[config.mk]
export PLATFORM = sky130hd
export DESIGN_NAME = sle_cell
export DESIGN_NICKNAME = d
export VERILOG_FILES = /design/src/sv/sorted_list_engine_top_assert.svh /design/src/sv/sle_pkg.sv /design/src/sv/sle_cell.sv
export SDC_FILE = /design/constraint.sdc
export NUM_CORES = 1
export LEC_CHECK = 0
export BUFFER_PORTS_ARGS = -buffer_cell sky130_fd_sc_hd__buf_2
export CORE_MARGIN = 1.5
export CORE_UTILIZATION = 46
export DETAILED_ROUTE_END_ITERATION = 10
export PLACE_DENSITY = 0.91
export SLEW_MARGIN = 15
export SYNTH_ARGS = -nofsm -noshare
export SYNTH_HDL_FRONTEND = slang
export SYNTH_SLANG_ARGS = --single-unit
[constraint.sdc]
create_clock -name clk -period 3.6 [get_ports clk]
set_clock_uncertainty 0.05 [all_clocks]
set_input_delay 0.18 -clock clk [delete_from_list [all_inputs] [get_ports clk]]
set_output_delay 0.18 -clock clk [all_outputs]
set_load 0.005 [all_outputs]
[src/sv/sorted_list_engine_top_assert.svh]
// ----------------------------------------------------------------------------
// Sorted list engine assertion macros
// Shared macros for the concurrent checks of the sorted list engine.
// ----------------------------------------------------------------------------
`ifndef SORTED_LIST_ENGINE_TOP_ASSERT_SVH
`define SORTED_LIST_ENGINE_TOP_ASSERT_SVH

// Check that holds outside reset, sampled on clk.
`define SLE_ASSERT(lbl, prop, msg) \
  lbl: assert property (@(posedge clk) disable iff (!rst_n) prop) else $error(msg);

// Check that holds on every edge, reset included.
`define SLE_ASSERT_ALWAYS(lbl, prop, msg) \
  lbl: assert property (@(posedge clk) prop) else $error(msg);

`endif

[src/sv/sle_pkg.sv]
// ----------------------------------------------------------------------------
// Sorted list engine package
// Sizes, operation and status codes, and the link type between cells.
// ----------------------------------------------------------------------------
package sle_pkg;

  localparam int CAPACITY = 32;
  localparam int CNT_W    = $clog2(CAPACITY + 1);
  localparam int ELEM_W   = 32;
  localparam int TOTAL_W  = 6;
  localparam int STATUS_W = 3;
  localparam int KIND_W   = 2;
  localparam int OUT_W    = 48;

  // input kinds
  localparam logic [KIND_W-1:0] KIND_INSERT = 2'd0;
  localparam logic [KIND_W-1:0] KIND_REMOVE = 2'd1;
  localparam logic [KIND_W-1:0] KIND_SEARCH = 2'd2;
  localparam logic [KIND_W-1:0] KIND_LIST   = 2'd3;

  // result status
  localparam logic [STATUS_W-1:0] ST_INSERTED  = 3'd0;
  localparam logic [STATUS_W-1:0] ST_REMOVED   = 3'd1;
  localparam logic [STATUS_W-1:0] ST_FOUND     = 3'd2;
  localparam logic [STATUS_W-1:0] ST_NOT_FOUND = 3'd3;
  localparam logic [STATUS_W-1:0] ST_EMPTY     = 3'd4;
  localparam logic [STATUS_W-1:0] ST_FULL      = 3'd5;
  localparam logic [STATUS_W-1:0] ST_LISTED    = 3'd6;

  // per-cell commands
  localparam logic [1:0] CELL_HOLD   = 2'd0;
  localparam logic [1:0] CELL_INSERT = 2'd1;
  localparam logic [1:0] CELL_REMOVE = 2'd2;
  localparam logic [1:0] CELL_ROTATE = 2'd3;

  typedef struct packed {
    logic                     valid;
    logic signed [ELEM_W-1:0] elem;
  } link_t;

endpackage

[src/sv/sle_cell.sv]
// ----------------------------------------------------------------------------
// Sorted list engine cell
// Holds one list entry; shifts right on insert, left on remove, rotates on list.
// ----------------------------------------------------------------------------
module sle_cell (
  input  logic                             clk,
  input  logic                             rst_n,
  input  logic [1:0]                       op,
  input  logic signed [sle_pkg::ELEM_W-1:0] value,
  input  logic signed [sle_pkg::ELEM_W-1:0] head_elem,
  input  sle_pkg::link_t                   left_link,
  input  logic                             left_gt,
  input  sle_pkg::link_t                   right_link,
  output sle_pkg::link_t                   link,
  output logic                             gt,
  output logic                             match
);
  import sle_pkg::*;

  logic                     valid_r;
  logic                     valid_nxt;
  logic signed [ELEM_W-1:0] elem_r;
  logic signed [ELEM_W-1:0] elem_nxt;

  assign gt    = valid_r && (value > elem_r);
  assign match = valid_r && (value == elem_r);
  assign link  = '{valid: valid_r, elem: elem_r};

  always_comb begin
    elem_nxt  = elem_r;
    valid_nxt = valid_r;
    case (op)
      CELL_INSERT: begin
        // first cell not below the value takes it, cells after it take the left entry
        if (!gt) begin
          elem_nxt = left_gt ? value : left_link.elem;
        end
        valid_nxt = valid_r | left_link.valid;
      end
      CELL_REMOVE: begin
        // match is known present: everything from the first match on moves left
        if (valid_r && !gt) begin
          elem_nxt  = right_link.elem;
          valid_nxt = right_link.valid;
        end
      end
      CELL_ROTATE: begin
        if (valid_r) begin
          elem_nxt = right_link.valid ? right_link.elem : head_elem;
        end
      end
      default: ;
    endcase
  end

  always_ff @(posedge clk) begin
    if (!rst_n) begin
      valid_r <= 1'b0;
    end else begin
      valid_r <= valid_nxt;
    end
  end

  always_ff @(posedge clk) begin
    elem_r <= elem_nxt;
  end

endmodule

==> results of run 1 <==
==> path summary, 6_finish.rpt <==
| kind | to | cells after the start |
|---|---|---|
| worst max-delay path | elem_r[30]$_DFFE_PP_ | 9 |
| worst min-delay path | valid_r$_SDFFE_PN0P_ | 3 |
| worst max register to register | elem_r[30]$_DFFE_PP_ | 9 |
| worst min register to register | valid_r$_SDFFE_PN0P_ | 4 |
==> metal layers <==
metal | vias to the layer above | routed length [um] | GRT usage, %
li1 | 1578 | - | -
met1 | 1514 | 4000 | 31.1
met2 | 139 | 4720 | 43.3
met3 | 31 | 610 | 6.16
met4 | 0 | 277 | 11.0
met5 | - | 0 | 0
==> flip-flops by register name, summed over array words and instances (netlist names) <==
| name | count |
|---|---|
| elem_r | 32 |
| valid_r | 1 |
==> cells by family after synthesis <==
family                   Yosys count  share of synthesized area [%]
AND/OR/NAND/NOR                   69                           11.6
AO/OA/AOI/OAI                     66                           16.5
multiplexers                      64                           21.0
buffers and inverters             59                           7.11
adder cells (fa/ha/maj)           35                           13.5
flip-flops                        33                           30.3
==> synth_stat cells, types with 2 or more instances <==
cell type  count
buf_1          2
nor3_1        33
ha_1          35
o21ai_0        5
a21oi_1       15
mux2_2        32
a221o_1       33
clkbuf_1      16
nor2_1         4
nand4_1        8
and3_1         4
mux2i_1       32
edfxtp_1      32
nand3_1        3
nand2_1       10
buf_2          4
inv_1         36
a32oi_1        2
==> where the power goes <==
group          internal (W)  total [W]  switching (W)
logic              0.000255   0.000535       0.000280
clock network      0.000226   0.000367       0.000141
registers          0.000498   0.000526      0.0000277
total              0.000979    0.00143       0.000448
==> placed cells by master (no fill, tap or decap), types with 2 or more instances in the layout <==
cell	synthesis	final
a21oi_1	15	15
a221o_1	33	33
a32oi_1	2	2
and3_1	4	4
buf_2	4	169
buf_4	1	2
clkbuf_8	0	6
edfxtp_1	32	32
ha_1	35	33
ha_2	0	2
inv_1	36	36
mux2_2	32	32
mux2i_1	32	32
nand2_1	10	10
nand3_1	3	3
nand4_1	8	8
nor2_1	4	4
nor3_1	33	33
o21ai_0	5	5
==> stage by stage <==
step | hold slack, ns | power [W]
3_3_place_gp | 0.376 | 0.00104
3_5_place_dp | 0.405 | 0.00106
6_report | 0.104 | 0.00143
2_1_floorplan | 0.273 | 0.000839
5_1_grt | 0.126 | 0.00151
4_1_cts | 0.104 | 0.00143
==> worst max-delay path, cell delays in order, from the launching register on <==
cell      delay (ns)
edfxtp_1        0.38
inv_1           0.07
ha_1            0.25
a21oi_1         0.17
o21ai_1         0.11
a221o_1         0.33
o31a_1          0.34
a32oi_1         0.18
and2_1          0.41
buf_12          0.25
==> cell type report <==
type                       instances  area share (%)
tap                               96            2.82
inverter                          36            3.17
clock buffer                       7            2.02
multi-input combinational        234            47.6
sequential                        33            23.0
timing repair buffer             172            20.7
clock inverter                     1           0.704
==> results.sh, run 1 <==
export IMPL_status="complete, no violations"
export IMPL_post_place_ws_ns=0.804
export IMPL_synth_edf_count=32
export IMPL_synthCells=326
export IMPL_fin_cells=579
export IMPL_rsz0062_at_grt="false"
export IMPL_cts_sinks=33
export IMPL_drv_slew=0
export IMPL_multi_input_area_um2=2030
export IMPL_start_kind="flip-flop"
export IMPL_via_per_inst=5.63
export IMPL_wl_per_cell_um=16.6
export IMPL_worstHoldStart="rst_n"
export IMPL_final_util_pct=62.8
export IMPL_crit_path_end_kind="flip-flop"
export IMPL_yosysWarningCount=0
export IMPL_max_cap_violations=0
export IMPL_reg2reg_slack_ns=0.76
export IMPL_final_hold_violation_count=0
export IMPL_netlist_area_um2=3240
export IMPL_fillerInstances=591
export IMPL_register_area_um2=981
export IMPL_area_growth_pct=31.7
export IMPL_initial_core_util_pct=47.7
export IMPL_grt_usage_pct=25.6
export IMPL_clock_fmax_mhz=352
export IMPL_p_leak_nw=2.12
export IMPL_drt_wl_total_mm=9.60
export IMPL_cts_root_buf="clkbuf_8"
export IMPL_ys_seq_elements=33
export IMPL_drive_gt1_share_pct=44.9
export IMPL_tightest_slew_ns=0.997
export IMPL_synth_cell_types=38
export IMPL_hold_buffers=0
export IMPL_drt_first_pass_iters=4
export IMPL_maxSlewHeadroom_pct=33.5
export IMPL_die_y_um=86.9
export IMPL_post_place_cells=571
export IMPL_place_gp_congestion=0.810
export IMPL_insertion_delay_ns=0.29
export IMPL_synth_nets=496
export IMPL_grt_max_degree=68
export IMPL_rr_startpoint="elem_r[7]$_DFFE_PP_"
export IMPL_antenna_found_initial=0
export IMPL_dp_hpwl_mm=7.42
export IMPL_setup_ws_ns=0.759
export IMPL_design_area_um2=4270
export IMPL_min_path_type="in -> reg"
export IMPL_setup_tns_ns=0
export IMPL_die_area_um2=7550
export IMPL_setup_violations_final=0
export IMPL_seq_area_frac_synth_pct=30.3
export IMPL_die_x_um=86.9
export IMPL_fin_crit_ns=2.84
export IMPL_rows=30
export IMPL_fin_crit_sh_pct=78.9
export IMPL_yosysTopAreaCellShare_pct=29.7
export IMPL_drtIter0Drc=194
export IMPL_synth_ff_type="edfxtp_1"
export IMPL_grt_pass1_vias=3192
export IMPL_ir_drop_uv=136
export IMPL_cts_tree="yes"
export IMPL_cts_setup_buffers=0
export IMPL_required_ns=3.53
export IMPL_gr_total_overflow=0
export IMPL_startpoint="elem_r[7]$_DFFE_PP_"
export IMPL_port_buffers=169
export IMPL_post_synth_cell_area_avg_um2=9.93
export IMPL_final_antenna_net_count=0
export IMPL_synth_area_leader_cell="edfxtp_1"
export IMPL_drc_errors=0
export IMPL_num_vias=3262
export IMPL_ctsResizeCount=0
export IMPL_clkTransAtPathRegs_ns=0.07
export IMPL_synth_area_top_cells="edfxtp_1, ha_1, mux2_2"
export IMPL_numCtsBuffers=5
export IMPL_cts_max_path_buffers=2
export IMPL_critPathMaxFanout=25
export IMPL_power_density_nw_per_um2=335
export IMPL_critPathKind="reg -> reg"
export IMPL_pin_count=170
export IMPL_grt_pass1_wl_mm=15.0
export IMPL_nets=652
export IMPL_design_core_area_um2=6790
export IMPL_ys_async_sr_fraction_pct=0
export IMPL_cp_data_arrival_time_ns=2.77
export IMPL_num_antenna_cells=0
export IMPL_cts_max_level=2
export IMPL_dpl_cell_area_um2=4150
Power figures use the tool's default switching activity.
==> run 2: changes to the inputs <==
clock period = 2.7 ns   (was 3.6 ns; I/O delays follow)
==> run 2 against run 1 <==
  * Largest cell class unchanged
  * Count of clock-buffer cells in the layout increased by 1
  * Hold slack lost 0.040 ns
  * Sequential share of layout area down 0.10 points
  * Critical path type is now reg -> out
==> results.sh, run 2 (synthesized netlist as in run 1, its figures left out) <==
export IMPL_status="complete, no violations"
export IMPL_crit_chain="inv_1 -> ha_1 -> nand4_1 -> a2111oi_1 -> o31a_1 -> o2111ai_2 -> o31ai_2 -> buf_2"
export IMPL_die_area_um2=7550
export IMPL_crit_family="compound AO/OA/AOI/OAI gates"
export IMPL_drt_first_pass_iters=5
export IMPL_largest_reg_flops=32
export IMPL_tightest_slew_ns=0.830
export IMPL_final_antenna_net_count=0
export IMPL_largest_registers="elem_r: 32 flops, valid_r: 1 flops"
export IMPL_num_vias=3297
export IMPL_total_power_w=0.00183
export IMPL_final_cell_mix="buf_2, inv_1, nor3_1, a221o_1, ha_1"
export IMPL_dp_hpwl_mm=7.67
export IMPL_gr_total_overflow=0
export IMPL_required_ns=2.52
export IMPL_pin_count=170
export IMPL_dpl_cell_area_um2=4170
export IMPL_cts_setup_buffers=0
export IMPL_fillerInstances=596
export IMPL_top_register="elem_r"
export IMPL_fin_crit_sh_pct=98.6
export IMPL_post_place_cells=574
export IMPL_ir_drop_uv=184
export IMPL_power_density_nw_per_um2=426
export IMPL_design_core_area_um2=6790
export IMPL_numCtsBuffers=5
export IMPL_initial_core_util_pct=47.7
export IMPL_drive_gt1_share_pct=45.7
export IMPL_antenna_found_initial=1
export IMPL_critPathMaxFanout=4
export IMPL_critPathSlowestCell="a2111oi_1"
export IMPL_clock_fmax_mhz=376
export IMPL_max_stage_delay_ns=0.53
export IMPL_clkTransAtPathRegs_ns=0.07
export IMPL_rows=30
export IMPL_design_area_um2=4280
export IMPL_drv_slew=0
export IMPL_drtIter0Drc=162
export IMPL_cp_data_arrival_time_ns=2.48
export IMPL_cp_num_buf_inv=2
export IMPL_p_leak_nw=2.13
export IMPL_grt_usage_pct=25.7
export IMPL_hold_buffers=0
export IMPL_critPathKind="reg -> out"
export IMPL_die_y_um=86.9
export IMPL_ctsResizeCount=0
export IMPL_drc_errors=0
export IMPL_final_hold_violation_count=0
export IMPL_cts_max_level=2
export IMPL_nets=655
export IMPL_num_antenna_cells=0
export IMPL_rsz0062_at_grt="false"
export IMPL_grt_pass1_vias=3307
export IMPL_wl_per_cell_um=16.9
export IMPL_cts_root_buf="clkbuf_8"
export IMPL_start_kind="flip-flop"
export IMPL_min_path_type="in -> reg"
export IMPL_drt_wl_total_mm=9.86
export IMPL_setup_violations_final=0
export IMPL_grt_pass1_wl_mm=15.1
export IMPL_grt_max_degree=51
export IMPL_die_x_um=86.9
export IMPL_area_growth_pct=32.3
export IMPL_place_gp_congestion=0.851
export IMPL_cts_tree="yes"
export IMPL_crit_path_end_kind="output pin"
export IMPL_cts_sinks=33
export IMPL_insertion_delay_ns=0.28
export IMPL_max_cap_violations=0
export IMPL_fin_cells=582
export IMPL_fin_crit_ns=2.66
export IMPL_mostFrequentLayoutCell="buf_2"
export IMPL_maxSlewHeadroom_pct=44.7
export IMPL_cts_max_path_buffers=2
export IMPL_port_buffers=169
export IMPL_via_per_inst=5.66
export IMPL_setup_tns_ns=0
run 2: routing by layer:
metal / track usage [%] / vias up / part of all wire [%]
li1: - / 1583 / -
met1: 29.1 / 1531 / 40
met2: 45.2 / 155 / 50
met3: 5.97 / 26 / 6.8
met4: 12.5 / 2 / 2.4
met5: 0 / - / 0.12
run 2: final timing paths:
kind                         from                    to  slack, ns  cells after the start
max          elem_r[15]$_DFFE_PP_                    gt       0.04                      8
min reg2reg  valid_r$_SDFFE_PN0P_  valid_r$_SDFFE_PN0P_       0.86                      4
min                         rst_n  valid_r$_SDFFE_PN0P_       0.06                      3
max reg2reg  elem_r[15]$_DFFE_PP_  elem_r[17]$_DFFE_PP_       0.15                      9
run 2: metrics by stage:
stage	utilization [%]	hold WS, ns	setup WS (ns)
6_report	63.1	0.0646	0.0378
3_5_place_dp	61.4	0.351	0.106
3_3_place_gp	61.4	0.333	0.240
2_1_floorplan	-	0.228	0.0899
5_1_grt	63.1	0.0841	0.0142
4_1_cts	62.7	0.0562	0.0634
run 2: power breakdown:
group          switching (W)  leakage [nW]  internal, W
combinational       0.000380          1.77     0.000354
clock               0.000181        0.0455     0.000208
sequential         0.0000397         0.317     0.000665
total               0.000600          2.13      0.00123
run 2: tightest hold or removal path: cells and delay by family:
kind / cells / cell delay, ns
AOI/OAI and AO/OA: 1 / 0.07
buffers and inverters: 1 / 0.09
and+or+nand+nor: 1 / 0.06
run 2: area by class of cell:
cell class / count / area (um^2) / share of cell area (%)
flip-flops and latches: 33 / 981 / 22.9
well taps: 96 / 120 / 2.80
clock buffers: 8 / 90.1 / 2.10
multi-input cells: 234 / 2050 / 47.8
inverters: 36 / 135 / 3.15
repair buffers: 175 / 911 / 21.3
